===== src/sv/rrts_pkg.sv =====
// shared constants, codes and control/status types of the thread scheduler
package rrts_pkg;

	// number of thread slots and the width of a slot number
	localparam int THREADS = 16;
	localparam int SLOT_W  = (THREADS > 1) ? $clog2(THREADS) : 1;

	typedef logic [SLOT_W-1:0] slot_t;

	// slot states
	localparam logic [1:0] ST_DEAD     = 2'd0;
	localparam logic [1:0] ST_RUNNABLE = 2'd1;
	localparam logic [1:0] ST_RUNNING  = 2'd2;
	localparam logic [1:0] ST_BLOCKED  = 2'd3;

	// commands
	localparam logic [1:0] CMD_CREATE = 2'd0;
	localparam logic [1:0] CMD_EXIT   = 2'd1;
	localparam logic [1:0] CMD_JOIN   = 2'd2;
	localparam logic [1:0] CMD_YIELD  = 2'd3;

	// result status codes
	localparam logic [1:0] RES_OK            = 2'd0;
	localparam logic [1:0] RES_NO_SLOT       = 2'd1;
	localparam logic [1:0] RES_TARGET_DEAD   = 2'd2;
	localparam logic [1:0] RES_NONE_RUNNABLE = 2'd3;

	// table address select
	localparam logic [1:0] ADDR_SCAN = 2'd0;
	localparam logic [1:0] ADDR_CUR  = 2'd1;
	localparam logic [1:0] ADDR_TGT  = 2'd2;
	localparam logic [1:0] ADDR_JNR  = 2'd3;

	// commands from the controller to the datapath
	typedef struct packed {
		logic       load;
		logic [1:0] addr_sel;
		logic       st_we;
		logic [1:0] st_wdata;
		logic       jn_we;
		logic       jn_wvalid;
		logic       jn_latch;
		logic       wr_latch;
		logic       run_load;
		logic       created;
		logic       fin;
		logic [1:0] fin_status;
	} ctl_t;

	// status from the datapath to the controller
	typedef struct packed {
		logic [1:0] rd_state;
		logic       k_last;
		logic       j_valid;
		logic       was_running;
		logic       tgt_ok;
		logic [1:0] cmd;
	} sts_t;

	// low four bits of a slot number, zero-extended when slots are narrower
	function automatic logic [3:0] slot_lo4(input slot_t s);
		logic [SLOT_W+3:0] t;
		t = {4'b0000, s};
		return t[3:0];
	endfunction

endpackage


===== src/sv/rrts_ctrl.sv =====
// sequencing controller of the thread scheduler
module rrts_ctrl (
	input  logic          clk,
	input  logic          arst_n,
	input  logic          start,
	input  logic [1:0]    cmd,
	output logic          busy,
	input  rrts_pkg::sts_t sts,
	output rrts_pkg::ctl_t ctl
);
	import rrts_pkg::*;

	localparam logic [3:0] S_IDLE     = 4'd0;
	localparam logic [3:0] S_CR_SCAN  = 4'd1;
	localparam logic [3:0] S_EX_KILL  = 4'd2;
	localparam logic [3:0] S_EX_WAKE  = 4'd3;
	localparam logic [3:0] S_JN_CHECK = 4'd4;
	localparam logic [3:0] S_JN_BLOCK = 4'd5;
	localparam logic [3:0] S_YD_PREP  = 4'd6;
	localparam logic [3:0] S_SC_SCAN  = 4'd7;
	localparam logic [3:0] S_YD_BACK  = 4'd8;

	logic [3:0] state_q;
	logic [3:0] state_d;

	assign busy = (state_q != S_IDLE);

	always_ff @(posedge clk or negedge arst_n) begin
		if (!arst_n) begin
			state_q <= S_IDLE;
		end else begin
			state_q <= state_d;
		end
	end

	always_comb begin
		state_d = state_q;
		ctl     = '0;
		unique case (state_q)
			S_IDLE: begin
				if (start) begin
					ctl.load = 1'b1;
					unique case (cmd)
						CMD_CREATE: state_d = S_CR_SCAN;
						CMD_EXIT:   state_d = S_EX_KILL;
						CMD_JOIN:   state_d = S_JN_CHECK;
						CMD_YIELD:  state_d = S_YD_PREP;
						default:    state_d = S_IDLE;
					endcase
				end
			end
			S_CR_SCAN: begin
				ctl.addr_sel = ADDR_SCAN;
				if (sts.rd_state == ST_DEAD) begin
					ctl.st_we      = 1'b1;
					ctl.st_wdata   = ST_RUNNABLE;
					ctl.jn_we      = 1'b1;
					ctl.jn_wvalid  = 1'b0;
					ctl.created    = 1'b1;
					ctl.fin        = 1'b1;
					ctl.fin_status = RES_OK;
					state_d        = S_IDLE;
				end else if (sts.k_last) begin
					ctl.fin        = 1'b1;
					ctl.fin_status = RES_NO_SLOT;
					state_d        = S_IDLE;
				end
			end
			S_EX_KILL: begin
				ctl.addr_sel  = ADDR_CUR;
				ctl.st_we     = 1'b1;
				ctl.st_wdata  = ST_DEAD;
				ctl.jn_latch  = 1'b1;
				ctl.jn_we     = 1'b1;
				ctl.jn_wvalid = 1'b0;
				state_d       = S_EX_WAKE;
			end
			S_EX_WAKE: begin
				ctl.addr_sel = ADDR_JNR;
				ctl.st_we    = sts.j_valid;
				ctl.st_wdata = ST_RUNNABLE;
				state_d      = S_SC_SCAN;
			end
			S_JN_CHECK: begin
				ctl.addr_sel = ADDR_TGT;
				if (!sts.tgt_ok || sts.rd_state == ST_DEAD) begin
					ctl.fin        = 1'b1;
					ctl.fin_status = RES_TARGET_DEAD;
					state_d        = S_IDLE;
				end else begin
					ctl.jn_we     = 1'b1;
					ctl.jn_wvalid = 1'b1;
					state_d       = S_JN_BLOCK;
				end
			end
			S_JN_BLOCK: begin
				ctl.addr_sel = ADDR_CUR;
				ctl.st_we    = 1'b1;
				ctl.st_wdata = ST_BLOCKED;
				state_d      = S_SC_SCAN;
			end
			S_YD_PREP: begin
				ctl.addr_sel = ADDR_CUR;
				ctl.wr_latch = 1'b1;
				ctl.st_we    = (sts.rd_state == ST_RUNNING);
				ctl.st_wdata = ST_RUNNABLE;
				state_d      = S_SC_SCAN;
			end
			S_SC_SCAN: begin
				ctl.addr_sel = ADDR_SCAN;
				if (sts.rd_state == ST_RUNNABLE) begin
					ctl.st_we      = 1'b1;
					ctl.st_wdata   = ST_RUNNING;
					ctl.run_load   = 1'b1;
					ctl.fin        = 1'b1;
					ctl.fin_status = RES_OK;
					state_d        = S_IDLE;
				end else if (sts.k_last) begin
					if (sts.cmd == CMD_YIELD && sts.was_running) begin
						state_d = S_YD_BACK;
					end else begin
						ctl.fin        = 1'b1;
						ctl.fin_status = RES_NONE_RUNNABLE;
						state_d        = S_IDLE;
					end
				end
			end
			S_YD_BACK: begin
				ctl.addr_sel   = ADDR_CUR;
				ctl.st_we      = 1'b1;
				ctl.st_wdata   = ST_RUNNING;
				ctl.fin        = 1'b1;
				ctl.fin_status = RES_OK;
				state_d        = S_IDLE;
			end
			default: begin
				state_d = S_IDLE;
			end
		endcase
	end

endmodule


===== src/sv/rrts_datapath.sv =====
// thread tables, scan counter and result registers of the thread scheduler
module rrts_datapath (
	input  logic           clk,
	input  logic           arst_n,
	input  logic [1:0]     cmd,
	input  logic [3:0]     target,
	input  rrts_pkg::ctl_t ctl,
	output rrts_pkg::sts_t sts,
	output logic           done,
	output logic [1:0]     status,
	output logic [3:0]     running,
	output logic [3:0]     new_thread,
	output logic           switched
);
	import rrts_pkg::*;

	localparam int TGT_W = SLOT_W + 4;

	logic [1:0]  slot_state_q [THREADS];
	logic        jn_valid_q   [THREADS];
	slot_t       jn_slot_q    [THREADS];

	slot_t       run_q;
	slot_t       k_q;
	logic [1:0]  cmd_q;
	logic [3:0]  target_q;
	logic        j_valid_q;
	slot_t       j_slot_q;
	logic        was_run_q;

	logic        done_q;
	logic [1:0]  status_q;
	logic [3:0]  new_thread_q;
	logic        switched_q;

	logic [SLOT_W:0] scan_sum;
	slot_t           scan_idx;
	logic [TGT_W-1:0] tgt_ext;
	slot_t           addr;
	logic [1:0]      rd_state;

	// round-robin position: running slot plus offset, wrapped at the slot count
	always_comb begin
		scan_sum = {1'b0, run_q} + {1'b0, k_q};
		if (scan_sum >= (SLOT_W+1)'(THREADS)) begin
			scan_idx = SLOT_W'(scan_sum - (SLOT_W+1)'(THREADS));
		end else begin
			scan_idx = scan_sum[SLOT_W-1:0];
		end
	end

	assign tgt_ext = TGT_W'(target_q);

	always_comb begin
		unique case (ctl.addr_sel)
			ADDR_SCAN: addr = scan_idx;
			ADDR_CUR:  addr = run_q;
			ADDR_TGT:  addr = tgt_ext[SLOT_W-1:0];
			ADDR_JNR:  addr = j_slot_q;
			default:   addr = run_q;
		endcase
	end

	assign rd_state = slot_state_q[addr];

	assign sts.rd_state    = rd_state;
	assign sts.k_last      = (k_q == SLOT_W'(THREADS - 1));
	assign sts.j_valid     = j_valid_q;
	assign sts.was_running = was_run_q;
	assign sts.tgt_ok      = (tgt_ext < TGT_W'(THREADS));
	assign sts.cmd         = cmd_q;

	// state table: slot zero running, others dead
	always_ff @(posedge clk or negedge arst_n) begin
		if (!arst_n) begin
			for (int i = 0; i < THREADS; i++) begin
				slot_state_q[i] <= (i == 0) ? ST_RUNNING : ST_DEAD;
			end
		end else if (ctl.st_we) begin
			slot_state_q[addr] <= ctl.st_wdata;
		end
	end

	always_ff @(posedge clk or negedge arst_n) begin
		if (!arst_n) begin
			for (int i = 0; i < THREADS; i++) begin
				jn_valid_q[i] <= 1'b0;
			end
		end else if (ctl.jn_we) begin
			jn_valid_q[addr] <= ctl.jn_wvalid;
		end
	end

	always_ff @(posedge clk) begin
		if (ctl.jn_we) begin
			jn_slot_q[addr] <= run_q;
		end
	end

	always_ff @(posedge clk or negedge arst_n) begin
		if (!arst_n) begin
			run_q  <= '0;
			done_q <= 1'b0;
		end else begin
			done_q <= ctl.fin;
			if (ctl.run_load) begin
				run_q <= scan_idx;
			end
		end
	end

	always_ff @(posedge clk) begin
		if (ctl.load) begin
			cmd_q    <= cmd;
			target_q <= target;
			k_q      <= SLOT_W'(1);
		end else if (ctl.addr_sel == ADDR_SCAN && !sts.k_last) begin
			k_q <= k_q + SLOT_W'(1);
		end
		if (ctl.jn_latch) begin
			j_valid_q <= jn_valid_q[addr];
			j_slot_q  <= jn_slot_q[addr];
		end
		if (ctl.wr_latch) begin
			was_run_q <= (rd_state == ST_RUNNING);
		end
		if (ctl.fin) begin
			status_q     <= ctl.fin_status;
			new_thread_q <= ctl.created ? slot_lo4(scan_idx) : 4'd0;
			switched_q   <= ctl.run_load;
		end
	end

	assign done       = done_q;
	assign status     = status_q;
	assign running    = slot_lo4(run_q);
	assign new_thread = new_thread_q;
	assign switched   = switched_q;

endmodule


===== src/sv/round_robin_thread_scheduler_unit.sv =====
// top level of the round-robin thread scheduler: controller plus datapath
//
// Takes one command (create, exit, join, yield) per beat when start is high and busy is
// low, and answers with exactly one result beat: done is high for a single cycle with
// status, running, new_thread and switched valid in that cycle. There is no back-pressure
// on the result side, so done must be sampled whenever it rises. A failed join on a dead
// target is among the shortest commands and an exit with a full scan among the longest;
// how long a command takes is set by the round-robin scan, which steps through one slot
// of the state table per cycle. busy drops in the cycle that the result beat is shown, so
// a new command may be issued alongside it. After reset slot zero is running and every
// other slot is dead; no clearing pass is needed.
module round_robin_thread_scheduler_unit (
	input  logic       clk,
	input  logic       arst_n,
	input  logic       start,
	output logic       busy,
	input  logic [1:0] cmd,
	input  logic [3:0] target,
	output logic       done,
	output logic [1:0] status,
	output logic [3:0] running,
	output logic [3:0] new_thread,
	output logic       switched
);
	import rrts_pkg::*;

	// command and status bundles between sequencer and datapath
	ctl_t ctl;
	sts_t sts;

	// sequencer: one state per table access, scan states loop over the slots
	rrts_ctrl u_ctrl (
		.clk    (clk),
		.arst_n (arst_n),
		.start  (start),
		.cmd    (cmd),
		.busy   (busy),
		.sts    (sts),
		.ctl    (ctl)
	);

	// datapath: state and joiner tables, running slot, scan offset, result registers
	rrts_datapath u_datapath (
		.clk        (clk),
		.arst_n     (arst_n),
		.cmd        (cmd),
		.target     (target),
		.ctl        (ctl),
		.sts        (sts),
		.done       (done),
		.status     (status),
		.running    (running),
		.new_thread (new_thread),
		.switched   (switched)
	);

endmodule


===== config.mk =====
export PLATFORM = sky130hd
export DESIGN_NAME = round_robin_thread_scheduler_unit
export DESIGN_NICKNAME = d
export VERILOG_FILES = /design/src/sv/rrts_pkg.sv /design/src/sv/rrts_ctrl.sv /design/src/sv/rrts_datapath.sv /design/src/sv/round_robin_thread_scheduler_unit.sv
export SDC_FILE = /design/constraint.sdc
export NUM_CORES = 1
export LEC_CHECK = 0
export BUFFER_PORTS_ARGS = -buffer_cell sky130_fd_sc_hd__buf_2
export CAP_MARGIN = 10
export CORE_ASPECT_RATIO = 1.2
export CORE_UTILIZATION = 40
export CTS_BUF_LIST = sky130_fd_sc_hd__clkbuf_8
export DETAILED_ROUTE_END_ITERATION = 16
export PLACE_DENSITY_LB_ADDON = 0.25
export SYNTH_ARGS = -nofsm -noshare
export SYNTH_HDL_FRONTEND = slang
export SYNTH_SLANG_ARGS = --single-unit

===== constraint.sdc =====
create_clock -name clk -period 3.6 [get_ports clk]
set_clock_uncertainty 0.15 [all_clocks]
set_input_delay 0.54 -clock clk [delete_from_list [all_inputs] [get_ports clk]]
set_output_delay 0.54 -clock clk [all_outputs]
set_load 0.01 [all_outputs]

==> results of run 1 <==
==> cell usage in the layout (no fill, tap or decap), drive strengths merged, types with 5 or more instances in the layout <==
cell type,n
nand3,34
a32oi,5
a31oi,25
nand2b,6
clkbuf,22
a21oi,40
o21ai,17
a311oi,18
mux2,18
and3,10
nor2,27
o211ai,12
nand2,100
buf,137
dfrtp,56
inv,45
edfxtp,83
nor3,9
o22ai,34
==> critical path: cells and delay by family, from the launching register on <==
kind	cells	cell delay, ns
compound gates	6	1.29
buf+inv	4	0.68
flops	1	0.48
mux	1	0.30
simple gates	2	0.63
==> through the flow <==
step | setup slack [ns] | hold slack (ns) | utilization (%) | setup TNS [ns]
floorplan | -0.0228 | 0.0944 | - | -0.826
global placement | -0.162 | 0.302 | 47.6 | -10.12
detailed placement | -0.254 | 0.316 | 47.6 | -17.18
CTS | -0.00809 | 0.0441 | 50.8 | -0.0155
global route | -0.142 | 0.0878 | 54.2 | -6.54
finish | -0.0737 | 0.0610 | 54.2 | -0.893
==> flip-flops by register name, summed over array words and instances (netlist names), 4 cells and up <==
signal and count:
u_datapath.jn_slot_q 64, u_datapath.slot_state_q 32, u_datapath.jn_valid_q 16, u_ctrl.state_q 4, u_datapath.j_slot_q 4, u_datapath.k_q 4
u_datapath.new_thread 4, u_datapath.running 4, u_datapath.target_q 4
==> routing by layer <==
layer	global-route usage [%]	up-vias
li1	-	2614
met1	28.8	2835
met2	34.6	116
met3	3.72	35
met4	8.09	0
met5	0	-
==> final timing paths <==
| kind | depth (start not counted) | to | slack (ns) | from |
|---|---|---|---|---|
| setup / recovery | 13 | u_datapath.slot_state_q[18] | -0.07 | u_ctrl.state_q[1] |
| hold / removal | 1 | u_ctrl.state_q[2] | 0.06 | arst_n |
| setup reg to reg | 13 | u_datapath.slot_state_q[18] | -0.07 | u_ctrl.state_q[1] |
| hold reg to reg | 2 | u_datapath.slot_state_q[31] | 0.34 | u_datapath.slot_state_q[31] |
| max in group asynchronous | 2 | u_datapath.jn_valid_q[1] | 2.37 | arst_n |
| min in group clk | 1 | u_datapath.target_q[0] | 0.11 | target[0] |
==> final cells by class <==
type	count	area, um2
clock buffers	17	234
repair buffers	142	1220
fillers	1394	7720
well taps	216	270
clock inverters	15	124
multi-input cells	417	3140
inverters	35	131
flip-flops and latches	144	4010
==> Yosys cell counts (3+ instances only) <==
library cell	count	share of area [%]
nand2_1	99	5.4
dfxtp_1	4	1.2
mux2_2	18	2.9
a32oi_1	4	0.51
nand3_1	33	2.4
o22ai_1	34	3.1
ha_1	4	0.73
nand2b_1	6	0.55
buf_2	12	0.87
edfxtp_1	83	36
o21ai_0	17	1.2
and2_1	4	0.36
a21oi_1	40	2.9
o211ai_1	12	1.3
dfrtp_1	56	20
buf_4	3	0.33
a311oi_1	18	2.3
a31oi_1	22	2.0
inv_1	34	1.9
nor3_1	9	0.65
a211o_1	3	0.38
nor2_1	27	1.5
and3_1	10	0.91
xnor2_1	4	0.51
clkbuf_1	22	1.2
o31ai_1	3	0.33
a211oi_1	3	0.33
buf_1	6	0.33
==> kinds of logic (layout without fill, tap and decap cells) <==
kind of cell	after synthesis	count (layout)	synth area share, %
flip-flops	144	144	58.1
adder cells (fa/ha/maj)	5	5	1.02
AND/OR/NAND/NOR	210	210	14.2
buffers and inverters	80	209	4.96
multiplexers	18	18	2.94
XOR/XNOR	7	7	1.09
AO/OA/AOI/OAI	177	177	17.7
==> repair_timing <==
item                       CTS  global route
gates cloned                 0             6
setup buffers                3            12
pin swaps                    5            30
setup endpoints to repair  129           128
resized for setup           31            64
==> impl_metrics.yaml, run 1 <==
critical_path:
  critPathMaxStageDelay_ns: 0.57
  endpoint_kind: "flip-flop"
  worstSetupPathType: "flip-flop to flip-flop"
  crit_slowest_cell: "or4b_4"
  cp_data_arrival_time_ns: 3.85
  required_ns: 3.78
  crit_chain: "or4b_4 > buf_6 > a32o_2 > buf_6 > a311oi_1 > a32oi_1 > a22oi_2 > buf_4 > nand2_4 > a31oi_4 > buf_12 > a31oi_4 > mux2_4"
  startpoint_type: "flip-flop"
  cp_max_fo: 7
floorplan:
  start_util_pct: 40.9
  dieArea_um2: 17800
  num_rows: 52
  die_x_um: 122
  die_h_um: 146
  ios: 22
  core_um2: 16900
synth:
  ys_ff_latch: 144
  syn-instance-count: 641
  ys_types: 65
  ys.flop_type: "edfxtp_1"
  seq_area_frac_synth_pct: 58.1
  netlist_area_um2: 6890
  syn_area_per_cell_um2: 10.7
  async_reset_ff_share_pct: 39.6
  ys_warn_count: 0
  syn_nets: 655
  synth_edf_count: 83
clock_network:
  clockBufferDepth: 2
  path_clk_slew_ns: 0.10
  htree_levels: 4
  cts_buffers: 17
  cts.sinks: 144
  insertion_delay_ns: 0.46
  tritoncts: "built"
  clockRootBuffer: "clkbuf_8"
  hold_buffers: 0
placed_design:
  dp.cells: 934
  place_area_um2: 8010
  place_congestion: 0.823
  hpwl_um: 12600
  portBuffers: 21
grt:
  grt_antenna_before_repair: 0
  grt_pass1_wl_um: 28800
  overflow: 0
  grt_max_degree: 57
  grt_pass1_vias: 5405
  grt_use_total_pct: 21.5
timing:
  worst_pin_slew_ns: 0.907
  fin_crit_sh_pct: 102
  slew_violations: 0
  rsz0062_at_grt: "true"
  post-route-min-period_ns: 3.67
  setup_ws_ns: -0.0737
  setup_viol_count_final: 19
  slew_headroom_pct: 39.6
  final-hold-violation-count: 0
  fmax_ghz: 0.272
route:
  wl_met2_um: 9880
  wl_per_cell_um: 19.9
  drt-total-wl_um: 19600
  drc: 0
  highest_layer: "met4"
  wl_met1_um: 8620
  met3_length_um: 544
  antenna_left: 0
  vias_per_cell: 5.68
  vias: 5600
  detail_route.first_pass.iterations: 5
  drt-initial-drc-count: 469
cells_and_area:
  antenna_cells: 0
  drive_above_1_share_pct: 36.5
  instances_no_fill: 986
  final_net_count: 771
  design_area_um2: 9130
  syn_to_final_growth_pct: 32.6
status:
  status: "finished with violations"
  violations: "negative setup slack"
flow_run:
  drv_cap: 0
min_path:
  hp-class: "input pin to async pin"
Power of run 1 is left out: the tool's default activity adds up to more than one toggle a clock period on the data nets, which glitch-free logic cannot reach.
==> inputs of run 2 (changes only) <==
--- a/config.mk
+++ b/config.mk
@@ -8,7 +8,7 @@
 export BUFFER_PORTS_ARGS = -buffer_cell sky130_fd_sc_hd__buf_2
 export CAP_MARGIN = 10
 export CORE_ASPECT_RATIO = 1.2
-export CORE_UTILIZATION = 40
+export CORE_UTILIZATION = 23
 export CTS_BUF_LIST = sky130_fd_sc_hd__clkbuf_8
 export DETAILED_ROUTE_END_ITERATION = 16
 export PLACE_DENSITY_LB_ADDON = 0.25
==> run 2 against run 1 <==
The flow still finishes with violations (negative setup slack). Setup slack worse by 0.019 ns. Wire length is 15% higher. First-iteration DRC count is 32% lower. Cell area is 9.8% higher. Non-clock buffer count is 52 higher. Global-route usage is 6.9 points lower. Critical path depth is 1 higher. Final cell count is 23% higher. Critical path type unchanged. Highest routed layer unchanged.
==> impl_metrics.yaml, run 2 (same netlist as run 1, synthesis figures left out) <==
timing:
  worst_pin_slew_ns: 0.755
  final-hold-violation-count: 0
  rsz0062_at_grt: "true"
  fmax_ghz: 0.271
  setup_viol_count_final: 55
  slew_headroom_pct: 49.0
  post-route-min-period_ns: 3.69
  fin_crit_sh_pct: 103
  slew_violations: 0
  setup_ws_ns: -0.0927
route:
  drt-total-wl_um: 22400
  drc: 0
  antenna_left: 0
  drt-initial-drc-count: 317
  vias: 5749
  vias_per_cell: 4.74
  wl_per_cell_um: 18.5
  detail_route.first_pass.iterations: 4
grt:
  grt_pass1_wl_um: 33400
  grt_pass1_vias: 5698
  grt_max_degree: 36
  overflow: 0
  grt_antenna_before_repair: 0
  grt_use_total_pct: 14.6
cells_and_area:
  mostFrequentLayoutCells: "buf_4 (138), nand2_1 (97), edfxtp_1 (83), dfrtp_1 (51), inv_1 (34)"
  syn_to_final_growth_pct: 45.6
  drive_above_1_share_pct: 42.1
  top_regs: "u_datapath.jn_slot_q: 64 flops, u_datapath.slot_state_q: 32 flops, u_datapath.jn_valid_q: 16 flops"
  nFillCells: 2990
  post-route-util_pct: 34.0
  layout_commonest_cell: "buf_4"
  largest_register_ffs: 64
  final_net_count: 823
  largest_register: "u_datapath.jn_slot_q"
  antenna_cells: 0
clock_network:
  clockBufferDepth: 2
  tritoncts: "built"
  cts_buffers: 17
  insertion_delay_ns: 0.49
  clockRootBuffer: "clkbuf_8"
  htree_levels: 4
  path_clk_slew_ns: 0.09
  cts.sinks: 144
flow_run:
  drv_cap: 0
critical_path:
  cp_data_arrival_time_ns: 3.91
  crit_chain: "or4b_4 > o311ai_4 > a32oi_4 > buf_6 > buf_6 > nor3_2 > a21oi_1 > o211ai_1 > nand4_1 > buf_4 > a31oi_4 > buf_12 > a31oi_4 > mux2_4"
  critPathMaxStageDelay_ns: 0.62
  crit_slowest_cell: "or4b_4"
  cp_max_fo: 8
  rrSetupSlack_ns: -0.09
  required_ns: 3.82
  startpoint_type: "flip-flop"
  worstSetupPathType: "flip-flop to flip-flop"
  crit_buf_inv: 4
  critPathTopFamily: "simple AND/OR/NAND/NOR gates"
  endpoint_kind: "flip-flop"
floorplan:
  die_x_um: 160
  ios: 22
  dieArea_um2: 30600
  core_um2: 29500
  start_util_pct: 23.3
  num_rows: 69
  die_h_um: 192
placed_design:
  place_congestion: 0.796
  portBuffers: 21
  hpwl_um: 14600
min_path:
  hp-class: "input pin to flip-flop"
status:
  status: "finished with violations"
  violations: "negative setup slack"
[run 2: cell count changes in the layout (fill, tap and decap cells not counted), moves of 4 or more]
cell,previous run,this run
o21ai_0,17,13
buf_4,95,138
o22ai_2,6,15
o21ai_1,0,4
o22ai_1,28,19
buf_12,5,11
[run 2: worst paths after layout]
check,from,end,cells past startpoint
setup / recovery,u_ctrl.state_q[1],u_datapath.slot_state_q[24],14
hold / removal,target[3],u_datapath.target_q[3],1
setup reg to reg,u_ctrl.state_q[1],u_datapath.slot_state_q[24],14
hold reg to reg,u_datapath.slot_state_q[31],u_datapath.slot_state_q[31],2
max in group asynchronous,arst_n,u_datapath.slot_state_q[31],3
min in group asynchronous,arst_n,u_ctrl.state_q[2],2
[run 2: timing repair]
| item | in CTS | in global routing |
|---|---|---|
| hold buffers | 1 | 0 |
| gates cloned | 4 | 2 |
| gates resized for setup | 55 | 74 |
| buffers inserted | 10 | 21 |
| endpoints found under the hold margin | 23 | 0 |
| pin swaps | 20 | 46 |
| endpoints found under the setup margin | 135 | 118 |
[run 2: final cells by class]
cell class | instances | area, um2 | share of cell area, %
clock buffers | 17 | 234 | 2.33
clock inverters | 15 | 194 | 1.93
inverters | 35 | 131 | 1.31
multi-input cells | 417 | 3270 | 32.6
flip-flops and latches | 144 | 4010 | 40.0
well taps | 390 | 488 | 4.87
repair buffers | 194 | 1710 | 17.0
[run 2: per-stage QoR]
step           instances  cell area (um2)  hold WS [ns]  setup slack, ns  setup TNS (ns)
2_1_floorplan        641             7030        0.0944          -0.0228          -0.826
3_3_place_gp        1144             8550         0.313           -0.390          -36.83
3_5_place_dp        1144             8550         0.314           -0.358          -32.99
4_1_cts             1191             9440        0.0474          -0.0423          -0.114
5_1_grt             1212            10000        0.0600           -0.147           -8.64
6_report            1212            10000        0.0768          -0.0927           -2.25
[run 2: routing by layer]
layer | wire (um) | GRT usage, % | vias up
li1 | - | - | 2725
met1 | 9630 | 17.3 | 2903
met2 | 11700 | 26.5 | 86
met3 | 599 | 2.33 | 35
met4 | 559 | 5.38 | 0
met5 | 0 | 0 | -
Power of run 2 is left out for the same reason.
==> inputs of run 3 (changes only) <==
--- a/config.mk
+++ b/config.mk
@@ -5,6 +5,7 @@
 export SDC_FILE = /design/constraint.sdc
 export NUM_CORES = 1
 export LEC_CHECK = 0
+export ABC_AREA = 1
 export BUFFER_PORTS_ARGS = -buffer_cell sky130_fd_sc_hd__buf_2
 export CAP_MARGIN = 10
 export CORE_ASPECT_RATIO = 1.2
==> run 3 against run 2 <==
The run now ends clean. Area after synthesis fell by 1.2%. Fmax grew 11%. Hold slack got worse by 0.074 ns. Critical path depth grew 1. First-iteration DRC count increased by 7.3%. Die area down 1.2%. Sequential share of layout area grew 11 points. Clock-buffer cell count is the same. Critical path type unchanged.
==> impl_metrics.yaml, run 3 <==
placed_design:
  place_congestion: 0.803
  portBuffers: 21
  hpwl_um: 12300
timing:
  timing.setup.tns_ns: 0
  slew_headroom_pct: 45.5
  post-route-min-period_ns: 3.32
  worst_pin_slew_ns: 0.817
  rsz0062_at_grt: "false"
  setup_viol_count_final: 0
  slew_violations: 0
  fmax_ghz: 0.301
  fin_crit_sh_pct: 92.1
  final-hold-violation-count: 0
grt:
  grt_pass1_vias: 5043
  grt_pass1_wl_um: 28000
  overflow: 0
  grt_antenna_before_repair: 0
  grt_use_total_pct: 12.0
  grt_max_degree: 32
cells_and_area:
  drive_above_1_share_pct: 16.4
  final_net_count: 767
  largest_register: "u_datapath.jn_slot_q"
  top_regs: "u_datapath.jn_slot_q: 64 flops, u_datapath.slot_state_q: 32 flops, u_datapath.jn_valid_q: 16 flops"
  post-route-util_pct: 27.3
  syn_to_final_growth_pct: 16.2
  antenna_cells: 0
  largest_register_ffs: 64
  nFillCells: 3096
  mostFrequentLayoutCells: "nand2_1 (206), edfxtp_1 (83), inv_1 (67), nand3_1 (57), dfrtp_1 (56)"
  layout_commonest_cell: "nand2_1"
synth:
  syn_nets: 726
  synth_edf_count: 83
  ys_warn_count: 0
  post-synth-top-count-cell: "nand2_1"
  syn_area_per_cell_um2: 9.56
  ys_ff_latch: 144
  synth_area_leaders: "edfxtp_1 (37%), dfrtp_1 (21%), nand2_1 (11%), a22oi_1 (4.3%), nand3_1 (4.2%)"
  ys_types: 39
  ys.flop_type: "edfxtp_1"
  synth_common_cells: "nand2_1 (206), edfxtp_1 (83), inv_1 (67), nand3_1 (57), dfrtp_1 (56)"
  yosysTopAreaCell: "edfxtp_1"
  async_reset_ff_share_pct: 39.6
  seq_area_frac_synth_pct: 58.8
  netlist_area_um2: 6810
  netlist.area_leader.share_pct: 36.6
  syn-instance-count: 712
clock_network:
  tritoncts: "built"
  clockRootBuffer: "clkbuf_8"
  cts_buffers: 17
  path_clk_slew_ns: 0.09
  clockBufferDepth: 2
  cts.sinks: 144
  hold_buffers: 0
  insertion_delay_ns: 0.48
  htree_levels: 4
critical_path:
  startpoint_type: "flip-flop"
  critPathTopFamily: "simple AND/OR/NAND/NOR gates"
  critPathMaxStageDelay_ns: 0.42
  crit_buf_inv: 3
  cp_max_fo: 11
  crit_slowest_cell: "dfrtp_1"
  worstSetupPathType: "flip-flop to flip-flop"
  required_ns: 3.54
  cp_data_arrival_time_ns: 3.25
  crit_chain: "inv_1 > nor2_2 > nand2_1 > nand3_2 > nor2_8 > nand2_1 > o21ai_4 > buf_4 > nand3_1 > nand3_1 > nand2_2 > nor2_8 > inv_2 > nand3_2 > nand4_1"
  endpoint_kind: "flip-flop"
status:
  status: "complete, no violations"
floorplan:
  dieArea_um2: 30300
  die_x_um: 159
  core_um2: 28900
  die_h_um: 190
  start_util_pct: 23.5
  ios: 22
  num_rows: 68
flow_run:
  drv_cap: 0
route:
  drc: 0
  vias_per_cell: 4.29
  drt-total-wl_um: 17400
  drt-initial-drc-count: 340
  wl_per_cell_um: 15.1
  vias: 4941
  antenna_left: 0
  detail_route.first_pass.iterations: 4
min_path:
  hp-class: "input pin to async pin"
==> run 3: worst paths after layout <==
check	cells past startpoint	end	slack, ns	start
max	15	u_datapath.new_thread[3]	0.28	u_ctrl.state_q[0]
min	1	u_datapath.running[3]	0.003	arst_n
max reg2reg	15	u_datapath.new_thread[3]	0.28	u_ctrl.state_q[0]
min reg2reg	2	u_datapath.slot_state_q[31]	0.33	u_datapath.slot_state_q[31]
max in group asynchronous	2	u_datapath.slot_state_q[15]	2.53	arst_n
min in group clk	1	u_datapath.target_q[1]	0.09	target[1]
==> run 3: timing repair <==
| action | in CTS | in global routing |
|---|---|---|
| endpoints found under the setup margin | 0 | 107 |
| buffers inserted | 0 | 0 |
| gates resized for setup | 0 | 9 |
==> run 3: layer usage <==
layer | up-vias | routed length, um | global-route usage (%)
li1 | 2456 | - | -
met1 | 2387 | 7980 | 15.3
met2 | 83 | 8620 | 20.4
met3 | 15 | 529 | 2.50
met4 | 0 | 219 | 3.40
met5 | - | 0 | 0
==> run 3: kinds of logic (layout without fill, tap and decap cells) <==
| kind of cell | count (synthesis) | count (layout) | synth area share, % |
|---|---|---|---|
| compound gates | 107 | 107 | 10.0 |
| xor+xnor | 3 | 3 | 0.386 |
| fa+ha+maj | 5 | 5 | 1.03 |
| buf+inv | 97 | 151 | 6.05 |
| flops | 144 | 144 | 58.8 |
| simple gates | 356 | 356 | 23.7 |
==> run 3: cell type report <==
type	count	area [um2]	area share, %
clock buffer	17	234	2.96
clock inverter	15	194	2.45
inverter	75	282	3.56
multi-input combinational	471	2440	30.9
sequential	144	4000	50.6
tap	385	482	6.09
timing repair buffer	44	278	3.51
==> run 3: worst reg2reg max path: stages, from the launching register on <==
cell	delay, ns
dfrtp_1	0.42
inv_1	0.11
nor2_2	0.06
nand2_1	0.14
nand3_2	0.19
nor2_8	0.24
nand2_1	0.12
o21ai_4	0.14
buf_4	0.23
nand3_1	0.13
nand3_1	0.12
nand2_2	0.09
nor2_8	0.17
inv_2	0.06
nand3_2	0.18
nand4_1	0.39
==> run 3: metrics by stage <==
stage / setup slack, ns / std cells / hold slack [ns] / area (um2)
after floorplan: 0.242 / 712 / 0.0944 / 6810
after detailed placement: 0.112 / 1119 / 0.317 / 7440
final: 0.283 / 1151 / 0.00258 / 7910
after global placement: 0.0722 / 1119 / 0.311 / 7440
after CTS: 0.0937 / 1151 / 0.0352 / 7860
after global routing: 0.0334 / 1151 / 0.0476 / 7910
Power of run 3 is left out for the same reason.
